--- config.mk ---
export PLATFORM = sky130hd
export DESIGN_NAME = version_triple_extractor_top
export DESIGN_NICKNAME = d
export VERILOG_FILES = /design/src/hw/rtl/vte_pkg.sv /design/src/hw/rtl/vte_front.sv /design/src/hw/rtl/vte_fifo.sv /design/src/hw/rtl/vte_back.sv /design/src/hw/rtl/version_triple_extractor_top.sv
export SDC_FILE = /design/constraint.sdc
export NUM_CORES = 1
export LEC_CHECK = 0
export BUFFER_PORTS_ARGS = -buffer_cell sky130_fd_sc_hd__clkbuf_2
export CORE_ASPECT_RATIO = 0.9
export CORE_MARGIN = 2
export CORE_UTILIZATION = 55
export DETAILED_ROUTE_END_ITERATION = 10
export PLACE_DENSITY = 0.77
export REMOVE_ABC_BUFFERS = 1
export SLEW_MARGIN = 10
export SYNTH_ARGS = -nofsm -noshare
export SYNTH_HDL_FRONTEND = slang
export SYNTH_SLANG_ARGS = --single-unit
--- constraint.sdc ---
create_clock -name clk -period 5 [get_ports clk]
set_input_delay 0.5 -clock clk [delete_from_list [all_inputs] [get_ports clk]]
set_output_delay 0.5 -clock clk [all_outputs]
set_load 0.1 [all_outputs]
--- src/hw/rtl/vte_pkg.sv ---
// Shared types and constants for the version triple extractor.
package vte_pkg;

    localparam int unsigned FIFO_DEPTH = 4;
    localparam int unsigned FIFO_AW    = $clog2(FIFO_DEPTH);

    localparam logic [7:0] CH_ZERO = 8'h30;
    localparam logic [7:0] CH_NINE = 8'h39;
    localparam logic [7:0] CH_DOT  = 8'h2E;

    localparam int unsigned NUM_W = 32;

    // Classified byte handed from the front end to the back end.
    typedef struct packed {
        logic       is_digit;
        logic       is_dot;
        logic [3:0] digit;
        logic       last;
    } cls_word_t;

    // Queue status seen by the back end.
    typedef struct packed {
        logic full;
        logic empty;
    } fifo_stat_t;

    typedef enum logic [2:0] {
        PH_SEARCH = 3'd0,
        PH_MAJOR  = 3'd1,
        PH_DOT1   = 3'd2,
        PH_MINOR  = 3'd3,
        PH_DOT2   = 3'd4,
        PH_PATCH  = 3'd5,
        PH_DONE   = 3'd6,
        PH_SKIP   = 3'd7
    } phase_t;

endpackage

--- src/hw/rtl/vte_front.sv ---
// Input stage: register each byte and classify it for the back end.
module vte_front
    import vte_pkg::*;
(
    input  logic       clk,
    input  logic       rst_n,
    input  logic       in_valid,
    output logic       in_ready,
    input  logic [7:0] ch,
    input  logic       last,
    output logic       push,
    output cls_word_t  push_word,
    input  fifo_stat_t fifo_stat
);

    logic      valid_reg;
    logic      valid_next;
    cls_word_t word_reg;
    cls_word_t word_next;
    logic      take;

    assign push     = valid_reg && !fifo_stat.full;
    assign in_ready = !valid_reg || !fifo_stat.full;
    assign take     = in_valid && in_ready;

    always_comb
    begin
        word_next          = word_reg;
        word_next.is_digit = ch inside {[CH_ZERO:CH_NINE]};
        word_next.is_dot   = (ch == CH_DOT);
        word_next.digit    = word_next.is_digit ? 4'(ch - CH_ZERO) : 4'd0;
        word_next.last     = last;
        valid_next         = take ? 1'b1 : (push ? 1'b0 : valid_reg);
    end

    always_ff @(posedge clk or negedge rst_n)
    begin
        if (!rst_n)
        begin
            valid_reg <= 1'b0;
        end
        else
        begin
            valid_reg <= valid_next;
        end
    end

    // Payload needs no reset; load only on a new byte.
    always_ff @(posedge clk)
    begin
        if (take)
        begin
            word_reg <= word_next;
        end
    end

    assign push_word = word_reg;

endmodule

--- src/hw/rtl/vte_fifo.sv ---
// Short queue of classified bytes between front and back end.
module vte_fifo
    import vte_pkg::*;
(
    input  logic       clk,
    input  logic       rst_n,
    input  logic       push,
    input  cls_word_t  push_word,
    input  logic       pop,
    output cls_word_t  head_word,
    output fifo_stat_t stat
);

    cls_word_t          mem_reg [FIFO_DEPTH];
    logic [FIFO_AW-1:0] wr_ptr_reg;
    logic [FIFO_AW-1:0] wr_ptr_next;
    logic [FIFO_AW-1:0] rd_ptr_reg;
    logic [FIFO_AW-1:0] rd_ptr_next;
    logic [FIFO_AW:0]   count_reg;
    logic [FIFO_AW:0]   count_next;

    always_comb
    begin
        wr_ptr_next = push ? wr_ptr_reg + 1'b1 : wr_ptr_reg;
        rd_ptr_next = pop ? rd_ptr_reg + 1'b1 : rd_ptr_reg;
        count_next  = count_reg + (FIFO_AW+1)'(push) - (FIFO_AW+1)'(pop);
    end

    always_ff @(posedge clk or negedge rst_n)
    begin
        if (!rst_n)
        begin
            wr_ptr_reg <= '0;
            rd_ptr_reg <= '0;
            count_reg  <= '0;
        end
        else
        begin
            wr_ptr_reg <= wr_ptr_next;
            rd_ptr_reg <= rd_ptr_next;
            count_reg  <= count_next;
        end
    end

    always_ff @(posedge clk)
    begin
        if (push)
        begin
            mem_reg[wr_ptr_reg] <= push_word;
        end
    end

    assign head_word  = mem_reg[rd_ptr_reg];
    assign stat.full  = (count_reg == (FIFO_AW+1)'(FIFO_DEPTH));
    assign stat.empty = (count_reg == '0);

endmodule

--- src/hw/rtl/vte_back.sv ---
// Back end: triple-matching state machine, accumulators and result register.
module vte_back
    import vte_pkg::*;
(
    input  logic             clk,
    input  logic             rst_n,
    input  cls_word_t        head_word,
    input  fifo_stat_t       fifo_stat,
    output logic             pop,
    output logic             out_valid,
    input  logic             out_ready,
    output logic             found,
    output logic [NUM_W-1:0] major_num,
    output logic [NUM_W-1:0] minor_num,
    output logic [NUM_W-1:0] patch_num
);

    phase_t           phase_reg;
    phase_t           phase_next;
    phase_t           step_phase;
    logic [NUM_W-1:0] major_reg;
    logic [NUM_W-1:0] major_next;
    logic [NUM_W-1:0] minor_reg;
    logic [NUM_W-1:0] minor_next;
    logic [NUM_W-1:0] patch_reg;
    logic [NUM_W-1:0] patch_next;
    logic             out_valid_reg;
    logic             out_valid_next;
    logic             found_reg;
    logic             found_next;
    logic [NUM_W-1:0] res_major_reg;
    logic [NUM_W-1:0] res_major_next;
    logic [NUM_W-1:0] res_minor_reg;
    logic [NUM_W-1:0] res_minor_next;
    logic [NUM_W-1:0] res_patch_reg;
    logic [NUM_W-1:0] res_patch_next;
    logic [NUM_W-1:0] acc_sel;
    logic [NUM_W+3:0] acc_prod;
    logic             acc_ovf;
    logic             ok;
    logic             load_result;

    // Advance on every queued byte; only a last byte waits for the result slot.
    assign pop         = !fifo_stat.empty &&
                         (!head_word.last || !out_valid_reg || out_ready);
    assign load_result = pop && head_word.last;

    // One shared multiply-by-ten and add for whichever number is running.
    always_comb
    begin
        case (phase_reg)
            PH_MAJOR: acc_sel = major_reg;
            PH_MINOR: acc_sel = minor_reg;
            PH_PATCH: acc_sel = patch_reg;
            default:  acc_sel = '0;
        endcase
        acc_prod = ((NUM_W+4)'(acc_sel) << 3) + ((NUM_W+4)'(acc_sel) << 1)
                 + (NUM_W+4)'(head_word.digit);
        acc_ovf  = |acc_prod[NUM_W+3:NUM_W];
    end

    // Next state.
    always_comb
    begin
        step_phase = phase_reg;
        case (phase_reg)
            PH_SEARCH:
            begin
                if (head_word.is_digit)
                    step_phase = PH_MAJOR;
            end
            PH_MAJOR:
            begin
                if (head_word.is_digit)
                    step_phase = acc_ovf ? PH_SKIP : PH_MAJOR;
                else
                    step_phase = head_word.is_dot ? PH_DOT1 : PH_SEARCH;
            end
            PH_DOT1:
            begin
                step_phase = head_word.is_digit ? PH_MINOR : PH_SEARCH;
            end
            PH_MINOR:
            begin
                if (head_word.is_digit)
                    step_phase = acc_ovf ? PH_SKIP : PH_MINOR;
                else
                    step_phase = head_word.is_dot ? PH_DOT2 : PH_SEARCH;
            end
            PH_DOT2:
            begin
                step_phase = head_word.is_digit ? PH_PATCH : PH_SEARCH;
            end
            PH_PATCH:
            begin
                if (head_word.is_digit)
                    step_phase = acc_ovf ? PH_SKIP : PH_PATCH;
                else
                    step_phase = PH_DONE;
            end
            PH_DONE:
            begin
                step_phase = PH_DONE;
            end
            PH_SKIP:
            begin
                if (!head_word.is_digit)
                    step_phase = PH_SEARCH;
            end
            default:
            begin
                step_phase = PH_SEARCH;
            end
        endcase

        if (!pop)
            phase_next = phase_reg;
        else if (head_word.last)
            phase_next = PH_SEARCH;
        else
            phase_next = step_phase;
    end

    // Accumulators and result.
    always_comb
    begin
        major_next     = major_reg;
        minor_next     = minor_reg;
        patch_next     = patch_reg;
        ok             = (step_phase == PH_DONE) || (step_phase == PH_PATCH);
        found_next     = found_reg;
        res_major_next = res_major_reg;
        res_minor_next = res_minor_reg;
        res_patch_next = res_patch_reg;
        out_valid_next = out_valid_reg;

        if (pop && head_word.is_digit)
        begin
            case (phase_reg)
                PH_SEARCH: major_next = NUM_W'(head_word.digit);
                PH_DOT1:   minor_next = NUM_W'(head_word.digit);
                PH_DOT2:   patch_next = NUM_W'(head_word.digit);
                PH_MAJOR:  major_next = acc_ovf ? major_reg : acc_prod[NUM_W-1:0];
                PH_MINOR:  minor_next = acc_ovf ? minor_reg : acc_prod[NUM_W-1:0];
                PH_PATCH:  patch_next = acc_ovf ? patch_reg : acc_prod[NUM_W-1:0];
                default:   major_next = major_reg;
            endcase
        end

        if (load_result)
        begin
            found_next     = ok;
            res_major_next = ok ? major_next : '0;
            res_minor_next = ok ? minor_next : '0;
            res_patch_next = ok ? patch_next : '0;
            out_valid_next = 1'b1;
            major_next     = '0;
            minor_next     = '0;
            patch_next     = '0;
        end
        else if (out_ready)
        begin
            out_valid_next = 1'b0;
        end
    end

    always_ff @(posedge clk or negedge rst_n)
    begin
        if (!rst_n)
        begin
            phase_reg     <= PH_SEARCH;
            major_reg     <= '0;
            minor_reg     <= '0;
            patch_reg     <= '0;
            out_valid_reg <= 1'b0;
        end
        else
        begin
            phase_reg     <= phase_next;
            major_reg     <= major_next;
            minor_reg     <= minor_next;
            patch_reg     <= patch_next;
            out_valid_reg <= out_valid_next;
        end
    end

    always_ff @(posedge clk)
    begin
        found_reg     <= found_next;
        res_major_reg <= res_major_next;
        res_minor_reg <= res_minor_next;
        res_patch_reg <= res_patch_next;
    end

    assign out_valid = out_valid_reg;
    assign found     = found_reg;
    assign major_num = res_major_reg;
    assign minor_num = res_minor_reg;
    assign patch_num = res_patch_reg;

endmodule

--- src/hw/rtl/version_triple_extractor_top.sv ---
// Path: an accepted byte is held in the front-end register, then in the queue; popping
//   a last byte loads the result word, once the result register is free.
// Throughput: one byte per cycle through the single multiply-by-ten-and-add
//   in the back end; only a last byte waits on a stalled result register.
// Reset: rst_n clears the state machine, accumulators, queue and all valids.
// One result word per string, emitted on the byte flagged last.
module version_triple_extractor_top
    import vte_pkg::*;
(
    input  logic             clk,
    input  logic             rst_n,
    input  logic             in_valid,
    output logic             in_ready,
    input  logic [7:0]       ch,
    input  logic             last,
    output logic             out_valid,
    input  logic             out_ready,
    output logic             found,
    output logic [NUM_W-1:0] major_num,
    output logic [NUM_W-1:0] minor_num,
    output logic [NUM_W-1:0] patch_num
);

    logic       push;
    cls_word_t  push_word;
    logic       pop;
    cls_word_t  head_word;
    fifo_stat_t fifo_stat;

    // Front end: register the incoming byte and classify it.
    vte_front u_front (
        .clk       (clk),
        .rst_n     (rst_n),
        .in_valid  (in_valid),
        .in_ready  (in_ready),
        .ch        (ch),
        .last      (last),
        .push      (push),
        .push_word (push_word),
        .fifo_stat (fifo_stat)
    );

    // Queue: decouple classification from matching so each side stalls alone.
    vte_fifo u_fifo (
        .clk       (clk),
        .rst_n     (rst_n),
        .push      (push),
        .push_word (push_word),
        .pop       (pop),
        .head_word (head_word),
        .stat      (fifo_stat)
    );

    // Back end: match the triple, accumulate numbers, hold the result word.
    vte_back u_back (
        .clk       (clk),
        .rst_n     (rst_n),
        .head_word (head_word),
        .fifo_stat (fifo_stat),
        .pop       (pop),
        .out_valid (out_valid),
        .out_ready (out_ready),
        .found     (found),
        .major_num (major_num),
        .minor_num (minor_num),
        .patch_num (patch_num)
    );

    // A word that did not find a triple carries all-zero numbers.
    assert property (@(posedge clk) disable iff (!rst_n)
        out_valid && !found |-> major_num == '0 && minor_num == '0 && patch_num == '0)
        else $error("non-found result carries nonzero numbers");

    // The queue is never full and empty at once.
    assert property (@(posedge clk) disable iff (!rst_n)
        !(fifo_stat.full && fifo_stat.empty))
        else $error("queue status inconsistent");

    // Popping a last byte always loads a result word.
    assert property (@(posedge clk) disable iff (!rst_n)
        pop && head_word.last |=> out_valid)
        else $error("last byte consumed without a result word");

    // Nothing is popped from an empty queue.
    assert property (@(posedge clk) disable iff (!rst_n)
        fifo_stat.empty |-> !pop)
        else $error("pop from empty queue");

endmodule
Word-level counts from Yosys, hierarchy flattened:

Memory sizes are Yosys's and may differ from the RTL's.
Index checks and enable logic that the tools add are counted.

* equal/unequal tests: 11
* order comparisons: 2
* reduce and logical (&&, ||, !) cells: 20
* add/subtract/negate cells: 7
* multiplexer cells: 33

Operator list (number)
* $mux 32: 9
* $pmux 32 s2: 3
* $pmux 32 s3: 1
* $add 35x33->36: 1
* $add 36x4->36: 1
* $mux 3: 10
* $pmux 3 s8: 1
* $eq 3x3->1 const B: 7
* $eq 8x6->1 const B: 1
* $ge 8x6->1 const B: 1
* $le 8x6->1 const B: 1
* $eq 3x2->1 const B: 2
* $logic_and 1x1->1: 6
* $logic_not 3->1: 2
* $mux 1: 6
* $mux 2: 3
* $logic_not 1->1: 5
* $add 2x1->2 const B: 2
* $logic_or 1x1->1: 4
* $reduce_bool 2->1: 2
* $reduce_or 4->1: 1
* $sub 4x1->4 const B: 1
* $add 3x1->3: 1
* $eq 3x1->1 const B: 1
* $sub 3x1->3: 1

* register bits: 212
* word-level logic and storage cells: 91
* input bits: 13
* memory bits (writable): 28
* memories: 1
* output and inout port bits: 99

Memories
* u_fifo.mem_reg: words 4, width 7, rd ports 1, clocked after memory_dff 0, write ports 1, line vte_fifo.sv:14 `cls_word_t mem_reg [FIFO_DEPTH];`

Depth between registers and ports, before layout:

* depth after elaboration: 10
* depth in mapped cells: 22
* mapped depth without buffers: 18

Hierarchy:

A second synthesis with hierarchy kept.

* cell total of the unflattened synthesis: 1381
* area, all modules: 13759.4 um^2

Modules (own cells, without submodules)
* vte_back: instances 1, cells each 1286, sequential area each 5415.2 um^2, area each 12005.3 um^2
* vte_fifo: instances 1, cells each 71, sequential area each 1016.0 um^2, area each 1400.1 um^2
* vte_front: instances 1, cells each 24, sequential area each 235.2 um^2, area each 354.1 um^2

Worst setup path before layout:

No wires, ideal clock.

* kind: reg2reg
* start point: register u_back.out_valid_reg, in the netlist u_back.out_valid
* end point: register u_back.found_reg, in the netlist u_back.found (enable)
* setup time: 499 ps
* stages on the path, launching flop included: 7
* path buffers: 2
* clock period less this slack: 5015 ps
* required time: 4501 ps
* setup slack: -15 ps
* data arrival time: 4516 ps
* path through: dfrtp_1 > nor2b_1 > nor2_1 > nand2_1 > inv_1 > clkbuf_1 > clkbuf_1

* word-level cells in the longest chain between the ends: 5

RTL lines
* start: declaration: line vte_back.sv:27 `logic out_valid_reg;`
* start signal: assignment: line vte_back.sv:183 `out_valid_reg <= out_valid_next;`
* $logic_not 1->1: line vte_back.sv:45 `(!head_word.last || !out_valid_reg || out_ready);`
* $logic_or 1x1->1 (2 in a row): line vte_back.sv:45
* $logic_and 1x1->1: line vte_back.sv:44 `assign pop = !fifo_stat.empty &&`
* $logic_and 1x1->1: line vte_back.sv:46 `assign load_result = pop && head_word.last;`
* via u_back.load_result: line vte_back.sv:41 `logic load_result;`
* end signal: assignment: line vte_back.sv:189 `found_reg <= found_next;`
* end: declaration: line vte_back.sv:29 `logic found_reg;`

The timed path passes the listed nets, and every way through them passes these cells.
A chain may end at the register's enable or synchronous reset.

Worst setup path in the final report:

* start point: register u_back.phase_reg[2]
* end point: register u_back.res_patch_reg[3], in the netlist u_back.patch_num[3] (data pin)

* word-level cells in the longest chain between the ends: 10
* elaborated cells between the ends (all ways): 27
* those cells by class: 2 x add/sub; 9 x eq/ne; 13 x mux; 3 x reduce/logical

RTL lines
* start: declaration: line vte_back.sv:18 `phase_t phase_reg;`
* start signal: assignment: line vte_back.sv:179 `phase_reg <= phase_next;`
* $eq 3x3->1, or another cell as far along: line vte_back.sv:51, vte_back.sv:66, vte_back.sv:139
* $pmux 32 s3: line vte_back.sv:51 `case (phase_reg)`
* $add 35x33->36: line vte_back.sv:57 `acc_prod = ((NUM_W+4)'(acc_sel) << 3) + ((NUM_W+4)'(acc_sel) << 1)`
* $add 36x4->36: line vte_back.sv:58 `+ (NUM_W+4)'(head_word.digit);`
* $reduce_or 4->1: line vte_back.sv:59 `acc_ovf = |acc_prod[NUM_W+3:NUM_W];`
* $mux 2, or another cell as far along: line vte_back.sv:97 `step_phase = acc_ovf ? PH_SKIP : PH_PATCH;`
* $mux 3, on equally long branches: line vte_back.sv:96, vte_back.sv:74, vte_back.sv:85
* $pmux 3 s8: line vte_back.sv:66 `case (phase_reg)`
* $eq 3x3->1: line vte_back.sv:130 `ok = (step_phase == PH_DONE) || (step_phase == PH_PATCH);`
* $logic_or 1x1->1: line vte_back.sv:130
* end signal: assignment: line vte_back.sv:192 `res_patch_reg <= res_patch_next;`
* end: declaration: line vte_back.sv:35 `logic [NUM_W-1:0] res_patch_reg;`

Parallel ways exist; a longest one is shown, timed or not.

==> flow_summary_export.csv <==
group,metric,value,unit
die,fp.dieW,169.1,um
clock_network,ctsHoldBuffers,0,
critical_path,rr_worst_depth,18,
clock_network,insertion_delay,530,ps
finish,final_util,0.6451,
die,dieArea,0.02579,sq mm
route,ant_nets,0,
clock_network,cts_tree,"built",
placed_design,dp_hpwl,25470,um
critical_path,startpoint_type,"flip-flop",
clock_network,clkSinkCount,240,
route,drc,0,
logic_synthesis,synth_commonest_cells,"a21oi_1 (149), edfxtp_1 (132), nor2_1 (111)",
timing,finalMaxSlewViolations,0,
route,num_vias,10870,
grt,use_met3,0.05844,
clock_network,cts_buffers,24,
timing,min_period_over_period,0.9643,
timing,relSlewSlack,0.1482,
timing,setup_ws,178.3,ps
route,wirelength,36330,um
logic_synthesis,syn_avg_cell_area,10.77,sq um
timing,fin_skew,14.92,ps
placed_design,dp_slack,-52.43,ps
pwr,power.density,653.5,mW/mm^2
worst_hold_path,hold_class,"in -> async",
finish,register_area,0.006670,sq mm
logic_synthesis,synth.most_common_cell,"a21oi_1",
critical_path,required,5370,ps
grt,busiest_layer,"met2",
logic_synthesis,synth_seq_area_share,0.4942,
critical_path,crit_fanout,21,
critical_path,reg2reg_slack,180,ps
die,io_pins,112,
route,viasPerCell,6.384,
grt,grt_antenna_before_repair,0,
logic_synthesis,synth_area_leaders,"edfxtp_1 (29%), dfrtp_1 (20%), ha_1 (6.4%)",
pwr,irDropWorstVdd,0.5463,mV
critical_path,worstReg2RegEnd,"u_back.patch_num[3]",
critical_path,startpoint,"u_back.phase_reg[2]",
pwr,internal-power,4.711,mW
finish,fillers,1900,
finish,syn_to_final_growth,15.70,%
die,start_util,0.5576,
pwr,p_sw,5.488,mW
pwr,p_leak,6.518,nW
route,drt_iter0_drc,1255,
logic_synthesis,synthDominantCellAreaShare,0.2939,
logic_synthesis,synth-edff-count,132,
logic_synthesis,synthArstFlopShare,0.4500,
pwr,p_comb_frac,0.533,
logic_synthesis,yosysWarnings,0,
run_status,status,"completed",
critical_path,arrival,5200,ps
finish,postLayoutCellArea,0.01561,sq mm
die,core,0.02419,sq mm
clock_network,clk_path_buf_depth,3,
critical_path,critPathKind,"reg -> reg",
finish,multi_input_area,0.006375,sq mm
finish,diodes,0,
grt,grt_pass1_wl,56990,um
clock_network,htree_levels,1,
grt,grt-ovfl-total,0,
critical_path,r2r_start,"u_back.phase_reg[2]",
die,die_h,152.6,um
die,num_rows,54,
logic_synthesis,synth_top_area_cell,"edfxtp_1",
finish,drive_gt1_frac,0.2037,
clock_network,clk_pin_slew_worst_paths,70,ps
timing,finalCriticalPeriod,4822,ps
pwr,pwr-share-clk,0.178,
route,wl_per_cell,21.34,um
placed_design,io_buffers,111,
critical_path,crit_end,"u_back.patch_num[3]",
critical_path,endpoint_kind,"flip-flop",
logic_synthesis,syn_inst,1252,
logic_synthesis,synth_seq_cells,240,
grt,grt_max_degree,102,
timing,finalHoldViolations,0,
pwr,switching_share,0.5381,
placed_design,place_area,0.01470,sq mm
grt,grt_pass1_vias,10510,
clock_network,cts_root_buf,"clkbuf_16",
pwr,pwr-share-seq,0.290,
route,firstDrtPassIters,5,
grt,grt_util_met1,0.4090,
placed_design,gp_congestion,0.9592,
finish,stdcell_count,1702,
logic_synthesis,synth_area,0.01349,sq mm
logic_synthesis,yosys.cell_types.count,75,
timing,max_freq,207.4,MHz
finish,fin_nets,1460,
timing,finalSetupViolations,0,
grt,grt_use_total,0.2772,
job,drv_cap,0,
logic_synthesis,synthFlopType,"edfxtp_1",
timing,worstMarginPinSlew,1271,ps
placed_design,dpl.cell_count,1651,
grt,use_met2,0.4118,
[stage by stage]
step                TNS, ps  power, mW  hold WS [ps]
floorplan           -445210      7.070         204.4
global placement          0      8.292         486.8
detailed placement   -92.78      8.346         495.5
CTS                       0      10.16         78.93
global route         -68.34      10.56         128.2
finish                    0      10.20         57.79
[placed cells by master, fill, tap and decap left out, types with 6 or more instances in the layout]
cell / instances
buf_12: 12
nand2b_1: 6
xnor2_1: 20
a31oi_1: 27
o21a_1: 7
clkbuf_16: 26
a21o_1: 16
a211oi_1: 7
buf_4: 66
mux2i_1: 41
edfxtp_1: 132
or3_1: 8
nand4_1: 60
dfrtp_1: 105
clkbuf_2: 111
inv_1: 18
ha_1: 69
a22o_1: 42
a31oi_4: 20
nor2_1: 110
o211ai_1: 10
o21ai_0: 65
nor3_1: 7
nand3_1: 31
xor2_1: 14
mux4_2: 6
nand2_1: 75
and3_1: 6
clkinv_1: 6
a21oi_1: 149
and2_1: 13
[power by group through the flow]
| stage | Combinational [mW] | Sequential (mW) | Clock (mW) |
|---|---|---|---|
| after floorplan | 1.30 | 5.77 | 0 |
| after global placement | 5.30 | 2.99 | 0 |
| after detailed placement | 5.34 | 3.00 | 0 |
| after CTS | 5.35 | 2.97 | 1.83 |
| after global routing | 5.64 | 3.01 | 1.92 |
| final | 5.43 | 2.95 | 1.81 |
[final cells by class]
| type | instances | area share |
|---|---|---|
| inverters | 20 | 0.005131 |
| clock inverters | 11 | 0.005532 |
| flip-flops and latches | 240 | 0.4274 |
| repair buffers | 189 | 0.08275 |
| clock buffers | 33 | 0.04594 |
| well taps | 308 | 0.02470 |
| multi-input cells | 901 | 0.4085 |
[critical path, stage by stage, from the launching register on]
cell	delay, ps
dfrtp_2	410
buf_4	140
buf_12	170
mux2i_1	220
nor2_1	60
a21oi_1	230
nor2_1	110
ha_1	300
ha_1	370
o21ai_0	190
nor2_1	90
or3b_1	410
o211a_1	240
or4_4	440
a22oi_4	230
buf_4	200
nand2_2	170
or4_1	490
a31oi_2	150
[layer usage]
metal / up-vias / wire, um
met4: 0 / 1118
met1: 5280 / 16110
met5: - / 0
li1: 4997 / -
met2: 507 / 15910
met3: 82 / 3188
[kinds of logic after synthesis]
family,share of synthesized area
DFF,0.4942
AOI/OAI and AO/OA,0.2093
muxes,0.04295
buffers and inverters,0.03896
adders and majority gates,0.06698
xor gates and xnor gates,0.02208
and+or+nand+nor,0.1255
[how the worst min path moves through the flow]
stage,to,start,slack (ps),depth (start not counted)
2_1_floorplan,u_back.major_reg[0],rst_n,200,0
3_3_place_gp,u_fifo.mem_reg[1][6],u_front.push_word[6],490,0
3_5_place_dp,u_fifo.mem_reg[1][6],u_front.push_word[6],500,0
4_1_cts,u_back.minor_reg[12],rst_n,80,1
5_1_grt,u_back.minor_reg[10],rst_n,130,1
6_report,u_back.minor_reg[12],rst_n,60,1
[timing repair]
| action | in CTS | in global routing |
|---|---|---|
| pin swaps | 0 | 2 |
| setup endpoints to repair | 34 | 183 |
| setup buffers | 0 | 7 |
| gates resized for setup | 1 | 10 |
(Power assumes the default switching activity.)
